`src/rtl/pts_pkg.sv`:
```
// Shared constants and types for the priority task scheduler.
// No dependencies; every other file of the block but pts_ram imports this package.
package pts_pkg;

    localparam int NUM_TASKS_DEF    = 8;
    localparam int COUNTER_BITS_DEF = 16;

    localparam int CMD_W   = 1;
    localparam int SLOT_W  = 3;
    localparam int FIELD_W = 16;
    localparam int TASK_W  = 3;

    localparam logic [CMD_W-1:0] CMD_TICK = 1'b0;
    localparam logic [CMD_W-1:0] CMD_LOAD = 1'b1;

    typedef enum logic [1:0] {
        ALU_GE     = 2'd0,
        ALU_DEC    = 2'd1,
        ALU_REFILL = 2'd2
    } t_alu_op;

endpackage

```
`src/rtl/pts_in_if.sv`:
```
// Input channel of the scheduler: one word is a tick or a task load.
// Depends on pts_pkg for the field widths.
interface pts_in_if;
    import pts_pkg::*;

    logic               valid;
    logic               ready;
    logic [CMD_W-1:0]   command;
    logic [SLOT_W-1:0]  task_slot;
    logic [FIELD_W-1:0] load_counter;
    logic [FIELD_W-1:0] load_priority;
    logic               load_runnable;

    modport source (
        output valid, command, task_slot, load_counter, load_priority, load_runnable,
        input  ready
    );
    modport sink (
        input  valid, command, task_slot, load_counter, load_priority, load_runnable,
        output ready
    );
endinterface

```
`src/rtl/pts_out_if.sv`:
```
// Output channel of the scheduler: one word per tick with the chosen task.
// Depends on pts_pkg for the field widths.
interface pts_out_if;
    import pts_pkg::*;

    logic               valid;
    logic               ready;
    logic               switched;
    logic [TASK_W-1:0]  running_task;
    logic [FIELD_W-1:0] running_counter;
    logic               no_task;

    modport source (
        output valid, switched, running_task, running_counter, no_task,
        input  ready
    );
    modport sink (
        input  valid, switched, running_task, running_counter, no_task,
        output ready
    );
endinterface

```
`src/rtl/pts_ram.sv`:
```
// Generic simple dual-port RAM: one write port, one registered read port.
// No dependencies.
module pts_ram #(
    parameter int WIDTH = 16,
    parameter int DEPTH = 8
) (
    input  logic                     i_clk,
    input  logic                     i_we,
    input  logic [$clog2(DEPTH)-1:0] i_waddr,
    input  logic [WIDTH-1:0]         i_wdata,
    input  logic [$clog2(DEPTH)-1:0] i_raddr,
    output logic [WIDTH-1:0]         o_rdata
);
    logic [WIDTH-1:0] r_mem [DEPTH];
    logic [WIDTH-1:0] r_rdata;

    always_ff @(posedge i_clk) begin
        if (i_we) begin
            r_mem[i_waddr] <= i_wdata;
        end
        r_rdata <= r_mem[i_raddr];
    end

    assign o_rdata = r_rdata;
endmodule

```
`src/rtl/pts_alu.sv`:
```
// Shared arithmetic unit of the scheduler: compare, saturating decrement
// and saturating refill. Depends on pts_pkg for the operation codes.
module pts_alu #(
    parameter int WIDTH = 16
) (
    input  pts_pkg::t_alu_op  i_op,
    input  logic [WIDTH-1:0]  i_a,
    input  logic [WIDTH-1:0]  i_b,
    output logic [WIDTH-1:0]  o_res,
    output logic              o_flag
);
    import pts_pkg::*;

    logic [WIDTH:0] sum;

    assign sum = {1'b0, (i_a >> 1)} + {1'b0, i_b};

    always_comb begin
        unique case (i_op)
            ALU_GE: begin
                o_res  = i_a;
                o_flag = (i_a >= i_b);
            end
            ALU_DEC: begin
                o_res  = (i_a == '0) ? '0 : (i_a - WIDTH'(1));
                o_flag = (i_a <= WIDTH'(1));
            end
            ALU_REFILL: begin
                o_res  = sum[WIDTH] ? '1 : sum[WIDTH-1:0];
                o_flag = 1'b0;
            end
            default: begin
                o_res  = '0;
                o_flag = 1'b0;
            end
        endcase
    end
endmodule

```
`src/rtl/priority_task_scheduler.sv`:
```
// Priority task scheduler: sequencer, task tables in RAM and one shared ALU.
// Depends on pts_pkg, pts_in_if, pts_out_if, pts_ram and pts_alu.
//
//   port     dir  modport  carries
//   i_task   in   sink     tick or load of one task (counter, priority, runnable)
//   o_res    out  source   one word per tick: switched, task, counter, no_task
//
// Loads are written in the idle state. A tick that keeps the task passes the
// decrement and output states; one that schedules scans the tables, after a
// decrement or from the idle task, adding a refill pass and rescan when the
// first scan finds no nonzero counter, one table read per cycle. A finished
// word waits in the sequencer while the output register is full and unread.
// Reset clears the valid bits and the sequencer; entries never loaded read as
// zero. A finished word waits in the output register while loads go on.
module priority_task_scheduler #(
    parameter int NUM_TASKS    = pts_pkg::NUM_TASKS_DEF,
    parameter int COUNTER_BITS = pts_pkg::COUNTER_BITS_DEF
) (
    input  logic       i_clk,
    input  logic       i_rst_n,
    pts_in_if.sink     i_task,
    pts_out_if.source  o_res
);
    import pts_pkg::*;

    localparam int IW = $clog2(NUM_TASKS);
    localparam int CW = COUNTER_BITS;
    localparam logic [IW-1:0] LAST_IDX  = IW'(NUM_TASKS - 1);
    localparam logic [IW-1:0] FIRST_IDX = IW'(1);

    typedef enum logic [4:0] {
        S_IDLE   = 5'b00001,
        S_DEC    = 5'b00010,
        S_SCAN   = 5'b00100,
        S_REFILL = 5'b01000,
        S_OUT    = 5'b10000
    } t_state;

    t_state                r_state;
    logic [IW-1:0]         r_cur;
    logic [IW-1:0]         r_iss;
    logic                  r_iss_on;
    logic                  r_dv;
    logic [IW-1:0]         r_rd_addr;
    logic                  r_pass;
    logic [CW-1:0]         r_max;
    logic [IW-1:0]         r_choice;
    logic                  r_none;
    logic [NUM_TASKS-1:0]  r_valid;
    logic                  r_ov;
    logic                  r_o_switched;
    logic [TASK_W-1:0]     r_o_task;
    logic [FIELD_W-1:0]    r_o_counter;
    logic                  r_o_none;

    logic                  in_fire;
    logic                  is_load;
    logic                  slot_ok;
    logic [IW-1:0]         slot_idx;
    logic [IW-1:0]         raddr;
    logic                  issue;
    logic                  cnt_we;
    logic [IW-1:0]         cnt_waddr;
    logic [CW-1:0]         cnt_wdata;
    logic [CW-1:0]         cnt_q;
    logic [CW:0]           prio_q;
    logic [CW-1:0]         cnt_rd;
    logic [CW-1:0]         prio_rd;
    logic                  run_rd;
    t_alu_op               alu_op;
    logic [CW-1:0]         alu_b;
    logic [CW-1:0]         alu_res;
    logic                  alu_flag;
    logic                  take;
    logic                  last;
    logic [CW-1:0]         n_max;
    logic [IW-1:0]         n_choice;
    logic                  out_free;

    assign i_task.ready = (r_state == S_IDLE);
    assign in_fire      = i_task.valid && i_task.ready;
    assign is_load      = (i_task.command == CMD_LOAD);
    assign slot_ok      = (i_task.task_slot != '0) && (int'(i_task.task_slot) < NUM_TASKS);
    assign slot_idx     = IW'(i_task.task_slot);

    assign raddr = (r_state == S_IDLE) ? r_cur : r_iss;
    assign issue = r_iss_on && ((r_state == S_SCAN) || (r_state == S_REFILL));

    assign cnt_rd  = r_valid[r_rd_addr] ? cnt_q : '0;
    assign prio_rd = r_valid[r_rd_addr] ? prio_q[CW-1:0] : '0;
    assign run_rd  = r_valid[r_rd_addr] && prio_q[CW];

    always_comb begin
        priority case (1'b1)
            (r_state == S_DEC): begin
                alu_op = ALU_DEC;
                alu_b  = r_max;
            end
            (r_state == S_REFILL): begin
                alu_op = ALU_REFILL;
                alu_b  = prio_rd;
            end
            default: begin
                alu_op = ALU_GE;
                alu_b  = r_max;
            end
        endcase
    end

    always_comb begin
        cnt_we    = 1'b0;
        cnt_waddr = r_rd_addr;
        cnt_wdata = alu_res;
        if (in_fire && is_load && slot_ok) begin
            cnt_we    = 1'b1;
            cnt_waddr = slot_idx;
            cnt_wdata = CW'(i_task.load_counter);
        end else if (r_state == S_DEC) begin
            cnt_we = 1'b1;
        end else if ((r_state == S_REFILL) && r_dv) begin
            cnt_we = 1'b1;
        end
    end

    pts_ram #(
        .WIDTH (CW),
        .DEPTH (NUM_TASKS)
    ) u_cnt_ram (
        .i_clk   (i_clk),
        .i_we    (cnt_we),
        .i_waddr (cnt_waddr),
        .i_wdata (cnt_wdata),
        .i_raddr (raddr),
        .o_rdata (cnt_q)
    );

    pts_ram #(
        .WIDTH (CW + 1),
        .DEPTH (NUM_TASKS)
    ) u_prio_ram (
        .i_clk   (i_clk),
        .i_we    (in_fire && is_load && slot_ok),
        .i_waddr (slot_idx),
        .i_wdata ({i_task.load_runnable, CW'(i_task.load_priority)}),
        .i_raddr (raddr),
        .o_rdata (prio_q)
    );

    pts_alu #(
        .WIDTH (CW)
    ) u_alu (
        .i_op   (alu_op),
        .i_a    (cnt_rd),
        .i_b    (alu_b),
        .o_res  (alu_res),
        .o_flag (alu_flag)
    );

    // The first entry of the first pass seeds the maximum unconditionally.
    assign take     = r_dv && (((!r_pass) && (r_rd_addr == FIRST_IDX)) || (run_rd && alu_flag));
    assign last     = r_dv && (r_rd_addr == LAST_IDX);
    assign n_max    = take ? cnt_rd : r_max;
    assign n_choice = take ? r_rd_addr : r_choice;
    assign out_free = !r_ov || o_res.ready;

    always_ff @(posedge i_clk) begin
        if (!i_rst_n) begin
            r_state  <= S_IDLE;
            r_cur    <= '0;
            r_iss    <= '0;
            r_iss_on <= 1'b0;
            r_dv     <= 1'b0;
            r_pass   <= 1'b0;
            r_valid  <= '0;
            r_ov     <= 1'b0;
        end else begin
            r_dv <= issue;
            if (issue) begin
                r_iss <= r_iss + IW'(1);
                if (r_iss == LAST_IDX) begin
                    r_iss_on <= 1'b0;
                end
            end
            if (r_ov && o_res.ready && (r_state != S_OUT)) begin
                r_ov <= 1'b0;
            end

            unique case (r_state)
                S_IDLE: begin
                    if (in_fire) begin
                        if (is_load) begin
                            if (slot_ok) begin
                                r_valid[slot_idx] <= 1'b1;
                            end
                        end else if (r_cur == '0) begin
                            r_state  <= S_SCAN;
                            r_pass   <= 1'b0;
                            r_iss    <= FIRST_IDX;
                            r_iss_on <= 1'b1;
                        end else begin
                            r_state <= S_DEC;
                        end
                    end
                end
                S_DEC: begin
                    if (!alu_flag) begin
                        r_state <= S_OUT;
                    end else begin
                        r_state  <= S_SCAN;
                        r_pass   <= 1'b0;
                        r_iss    <= FIRST_IDX;
                        r_iss_on <= 1'b1;
                    end
                end
                S_SCAN: begin
                    if (last) begin
                        if (n_max != '0) begin
                            r_state <= S_OUT;
                        end else if (!r_pass) begin
                            r_state  <= S_REFILL;
                            r_pass   <= 1'b1;
                            r_iss    <= FIRST_IDX;
                            r_iss_on <= 1'b1;
                        end else begin
                            r_state <= S_OUT;
                        end
                    end
                end
                S_REFILL: begin
                    if (last) begin
                        r_state  <= S_SCAN;
                        r_iss    <= FIRST_IDX;
                        r_iss_on <= 1'b1;
                    end
                end
                S_OUT: begin
                    if (out_free) begin
                        r_ov    <= 1'b1;
                        r_cur   <= r_choice;
                        r_state <= S_IDLE;
                    end
                end
                default: begin
                    r_state <= S_IDLE;
                end
            endcase
        end
    end

    always_ff @(posedge i_clk) begin
        r_rd_addr <= raddr;
        if (r_state == S_DEC) begin
            r_choice <= r_cur;
            r_max    <= alu_res;
            r_none   <= 1'b0;
        end else if (r_state == S_SCAN) begin
            r_max    <= n_max;
            if (last && (n_max == '0) && r_pass) begin
                r_choice <= '0;
                r_none   <= 1'b1;
            end else begin
                r_choice <= n_choice;
                r_none   <= 1'b0;
            end
        end
        if ((r_state == S_OUT) && out_free) begin
            r_o_switched <= (r_choice != r_cur);
            r_o_task     <= TASK_W'(r_choice);
            r_o_counter  <= FIELD_W'(r_max);
            r_o_none     <= r_none;
        end
    end

    assign o_res.valid           = r_ov;
    assign o_res.switched        = r_o_switched;
    assign o_res.running_task    = r_o_task;
    assign o_res.running_counter = r_o_counter;
    assign o_res.no_task         = r_o_none;

    // The idle slot is never written, so its counter stays zero.
    a_no_idle_write: assert property (@(posedge i_clk) disable iff (!i_rst_n)
        cnt_we |-> (cnt_waddr != '0))
        else $error("counter table written at the idle slot");

    // A chosen ordinary task always has a nonzero counter; the idle task has zero.
    a_choice_counter: assert property (@(posedge i_clk) disable iff (!i_rst_n)
        (r_state == S_OUT) |-> ((r_choice == '0) == (r_max == '0)))
        else $error("chosen task and its counter disagree");

    a_none_idle: assert property (@(posedge i_clk) disable iff (!i_rst_n)
        ((r_state == S_OUT) && r_none) |-> (r_choice == '0))
        else $error("no_task raised with an ordinary task chosen");

    a_data_in_pass: assert property (@(posedge i_clk) disable iff (!i_rst_n)
        r_dv |-> ((r_state == S_SCAN) || (r_state == S_REFILL)))
        else $error("table read data arrived outside a scan or refill pass");

    a_word_taken: assert property (@(posedge i_clk) disable iff (!i_rst_n)
        ((r_state == S_OUT) && out_free) |=> (r_ov && (r_state == S_IDLE)))
        else $error("finished word not placed in the output register");
endmodule

```
`src/flat_wrapper.sv`:
```
// flat-port wrapper written by rule: the top's interface ports become plain ports
module priority_task_scheduler_flat import pts_pkg::*;
#(
    parameter int NUM_TASKS    = pts_pkg::NUM_TASKS_DEF,
    parameter int COUNTER_BITS = pts_pkg::COUNTER_BITS_DEF
)
  (i_clk, i_rst_n, i_task_valid, i_task_command, i_task_task_slot, i_task_load_counter, i_task_load_priority, i_task_load_runnable, i_task_ready, o_res_valid, o_res_switched, o_res_running_task, o_res_running_counter, o_res_no_task, o_res_ready);
  pts_in_if i_task_i ();
  pts_out_if o_res_i ();
  input  logic i_clk;
  input  logic i_rst_n;
  input wire logic [$bits(i_task_i.valid)-1:0] i_task_valid;
  input wire logic [$bits(i_task_i.command)-1:0] i_task_command;
  input wire logic [$bits(i_task_i.task_slot)-1:0] i_task_task_slot;
  input wire logic [$bits(i_task_i.load_counter)-1:0] i_task_load_counter;
  input wire logic [$bits(i_task_i.load_priority)-1:0] i_task_load_priority;
  input wire logic [$bits(i_task_i.load_runnable)-1:0] i_task_load_runnable;
  output wire logic [$bits(i_task_i.ready)-1:0] i_task_ready;
  output wire logic [$bits(o_res_i.valid)-1:0] o_res_valid;
  output wire logic [$bits(o_res_i.switched)-1:0] o_res_switched;
  output wire logic [$bits(o_res_i.running_task)-1:0] o_res_running_task;
  output wire logic [$bits(o_res_i.running_counter)-1:0] o_res_running_counter;
  output wire logic [$bits(o_res_i.no_task)-1:0] o_res_no_task;
  input wire logic [$bits(o_res_i.ready)-1:0] o_res_ready;
  assign i_task_i.valid = i_task_valid;
  assign i_task_i.command = i_task_command;
  assign i_task_i.task_slot = i_task_task_slot;
  assign i_task_i.load_counter = i_task_load_counter;
  assign i_task_i.load_priority = i_task_load_priority;
  assign i_task_i.load_runnable = i_task_load_runnable;
  assign i_task_ready = i_task_i.ready;
  assign o_res_valid = o_res_i.valid;
  assign o_res_switched = o_res_i.switched;
  assign o_res_running_task = o_res_i.running_task;
  assign o_res_running_counter = o_res_i.running_counter;
  assign o_res_no_task = o_res_i.no_task;
  assign o_res_i.ready = o_res_ready;
  priority_task_scheduler #(.NUM_TASKS(NUM_TASKS), .COUNTER_BITS(COUNTER_BITS)) u_core (.i_clk(i_clk), .i_rst_n(i_rst_n), .i_task(i_task_i), .o_res(o_res_i));
endmodule
```
`config.mk`:
```
export PLATFORM = sky130hd
export DESIGN_NAME = priority_task_scheduler_flat
export DESIGN_NICKNAME = d
export VERILOG_FILES = /design/src/rtl/pts_pkg.sv /design/src/rtl/pts_in_if.sv /design/src/rtl/pts_out_if.sv /design/src/rtl/pts_ram.sv /design/src/rtl/pts_alu.sv /design/src/rtl/priority_task_scheduler.sv /design/src/flat_wrapper.sv
export SDC_FILE = /design/constraint.sdc
export NUM_CORES = 1
export LEC_CHECK = 0
export BUFFER_PORTS_ARGS = -buffer_cell sky130_fd_sc_hd__buf_2
export CAP_MARGIN = 15
export CORE_MARGIN = 10
export CORE_UTILIZATION = 42
export DETAILED_ROUTE_END_ITERATION = 10
export SYNTH_ARGS = -nofsm -noshare
export SYNTH_HDL_FRONTEND = slang
export SYNTH_SLANG_ARGS = --single-unit
```
`constraint.sdc`:
```
create_clock -name i_clk -period 4.26 [get_ports i_clk]
set_clock_uncertainty 0.2 [all_clocks]
set_input_delay 0 -clock i_clk [delete_from_list [all_inputs] [get_ports i_clk]]
set_output_delay 0 -clock i_clk [all_outputs]
set_load 0.005 [all_outputs]
```
==> impl_metrics.ini <==
[placed_design]
pre_cts_ws_ns = -0.110
routabilityCongestion = 0.969
hpwl_um = 30200
placed_area_sq_um = 18200
io_buffers = 63

[critical_path]
required_ns = 4.32
arrival_ns = 4.23
crit_chain = mux4_2 -> mux2_4 -> nand3_1 -> nand2_1 -> ha_2 -> fa_2 -> a211oi_4 -> o21ai_2 -> a2111oi_4 -> o21ba_2 -> nor2_1 -> buf_6 -> o31a_1 -> o22a_2
path_class = reg2reg
end_kind = flop
cp.buffers_inverters = 1
slowest_delay_ns = 0.56
crit_family = compound AO/OA/AOI/OAI gates
crit_fanout = 13
cp-start-kind = flop
critPathSlowestCell = mux4_2

[global_routing]
grt_max_degree = 133
grt_overflow = 0
gr-usage-all-layers = 0.190
grt_pass1_vias = 12000
antenna_found_initial = 0
grt_pass1_wl_um = 70300

[floorplan]
start_util = 0.425
core_sq_um = 38600
die_x_um = 218
fp.dieH_um = 218
fp-row-count = 72
fp.dieArea_sq_um = 47400
io_pins = 64

[pwr]
finalPower_mw = 8.51
ir_worst_vdd_mv = 0.262
seq_power_share = 0.502
p_sw_mw = 2.21
swShare = 0.259
power_frac_comb = 0.128
clkPwrFrac = 0.369
p_leak_nw = 7.62
power_density_nw_per_um2 = 423
p_int_mw = 6.30

[sta]
worstMarginPinSlew_ns = 1.01
rsz0062_at_grt = yes
slew_violations = 0
tns_ns = 0
period_minus_slack_ns = 4.16
setup_slack_ns = 0.0971
post-route-period-util = 0.977
hold_viol_final = 0
setup_viol = 0
fmax_mhz = 240
maxSlewHeadroom = 0.325

[clock_tree]
h-tree-depth = 2
cts.clk_slew.worst_paths_ns = 0.06
cts_buffers = 37
worstSkewPairLatency_ns = 0.54
clockBufferDepth = 3
cts.sinks = 364
cts_root_buf = clkbuf_16
cts_tree = yes

[outcome]
status = complete, no violations

[synthesis]
ys_types = 78
synth-main-ff-cell = edfxtp_1
seq_area_frac_synth = 0.629
async_reset_ff_frac = 0
ys_seq_elements = 364
syn-cell-area_sq_um = 16400
avgSynthCellArea_sq_um = 10.7
synthCells = 1537
netlist.area_leader.share = 0.556
synth_edf_count = 304
yosysWarnings = 0
synthTopCellsByArea = edfxtp_1, nand2_1, dfxtp_1
yosysTopAreaCell = edfxtp_1

[final_layout]
final_cell_area_sq_um = 20100
final_common_cell = nand2_1
fillCellCount = 3410
final_cell_mix = nand2_1, edfxtp_1, nand3_1
drive_above_1_share = 0.170
diodes = 0
utilization = 0.520
area_delta_synth_final_pct = 22.4
final_net_count = 1809

[detailed_routing]
firstDrtPassIters = 5
vias = 12500
routed_via_density = 5.50
post_drt_wl_per_cell_um = 20.2
drc_errors = 0
drt_wl_total_um = 46000
ant_nets = 0
drt_iter0_drc = 1038

[worst_hold_path]
min-delay-path-class = in2reg

[job]
drv_cap = 0
Yosys cell counts (18+ instances only):
library cell  instances
inv_1                32
a31oi_1              18
a21oi_1              46
clkbuf_1             76
nor3_1               22
nor2_1               80
nand2_1             385
edfxtp_1            304
nand3_1             181
ha_1                 35
dfxtp_1              60
o21ai_0              73
per-stage QoR:
stage,instances,hold slack [ns]
floorplan,1553,-0.101
global placement,2165,0.0633
detailed placement,2165,0.0759
CTS,2275,0.0423
global route,2278,0.0692
finish,2278,0.0564
layer usage:
layer  vias to the layer above  wire length (um)  GRT usage  part of all wire
met4                         0              1630     0.0734             0.035
met2                       417             20800      0.296              0.45
li1                       5955                 -          -                 -
met5                         -                 0          0                 0
met3                        94              3300     0.0377             0.072
met1                      6062             20200      0.257              0.44
power groups by stage:
stage	Clock, mW	Sequential [mW]	Combinational [mW]
floorplan	0	4.24	0.630
global placement	0	4.34	1.00
detailed placement	0	4.34	1.02
CTS	3.20	4.27	1.06
global route	3.35	4.28	1.21
finish	3.14	4.27	1.09
final cells by class:
cell class / count / area (sq um) / share of cell area
flip-flops and latches: 364 / 10300 / 0.514
multi-input cells: 1074 / 6110 / 0.304
repair buffers: 222 / 1720 / 0.0854
clock buffers: 49 / 1010 / 0.0503
well taps: 518 / 648 / 0.0322
clock inverters: 18 / 159 / 0.00790
inverters: 33 / 126 / 0.00628
sequential cells by signal, summed over array words and instances, names as in the netlist:
signal                        flops
u_core.r_rd_addr                  3
u_core.r_cur                      3
u_core.r_iss                      3
u_core.u_cnt_ram.o_rdata         16
u_core.r_none                     1
u_core.o_res.switched             1
u_core.r_pass                     1
u_core.r_max                     16
u_core.o_res.no_task              1
u_core.o_res.running_counter     16
u_core.o_res.running_task         3
u_core.o_res.valid                1
u_core.u_prio_ram.o_rdata        17
u_core.r_valid                    8
u_core.r_choice                   3
u_core.r_state                    5
u_core.u_cnt_ram.r_mem          128
u_core.r_dv                       1
u_core.r_iss_on                   1
u_core.u_prio_ram.r_mem         136
path summary, 6_finish.rpt:
kind,startpoint,end,slack [ns],depth (start not counted)
hold reg to reg,u_core.r_none,u_core.o_res.no_task,0.25,0
setup / recovery,u_core.r_rd_addr[0],u_core.u_cnt_ram.r_mem[0][8],0.1,14
hold / removal,i_task_load_counter[10],u_core.u_cnt_ram.r_mem[3][10],0.06,5
setup reg to reg,u_core.r_rd_addr[0],u_core.u_cnt_ram.r_mem[0][8],0.1,14
timing repair:
item | 4_1_cts | 5_1_grt
resized for setup | 9 | 33
endpoints found under the hold margin | 347 | 0
gates cloned | 1 | 0
hold buffers | 42 | 0
pin swaps | 1 | 12
endpoints found under the setup margin | 63 | 144
setup buffers | 0 | 3
worst register-to-register path: cells and delay by family (launching register included):
| family | cells | cell delay [ns] |
|---|---|---|
| multiplexers | 2 | 0.92 |
| buffers and inverters | 1 | 0.16 |
| AO/OA/AOI/OAI | 6 | 1.43 |
| AND/OR/NAND/NOR | 3 | 0.24 |
| flip-flops | 1 | 0.36 |
| adder cells (fa/ha/maj) | 2 | 0.56 |
cell families after synthesis:
kind of cell	count (synthesis)	synth area share
adder cells (fa/ha/maj)	36	0.0279
other	1	0.000228
buffers and inverters	116	0.0271
AO/OA/AOI/OAI	249	0.0997
XOR/XNOR	19	0.0101
AND/OR/NAND/NOR	745	0.200
multiplexers	7	0.00609
flip-flops	364	0.629
Note: power is estimated with default switching activity, not from simulation.
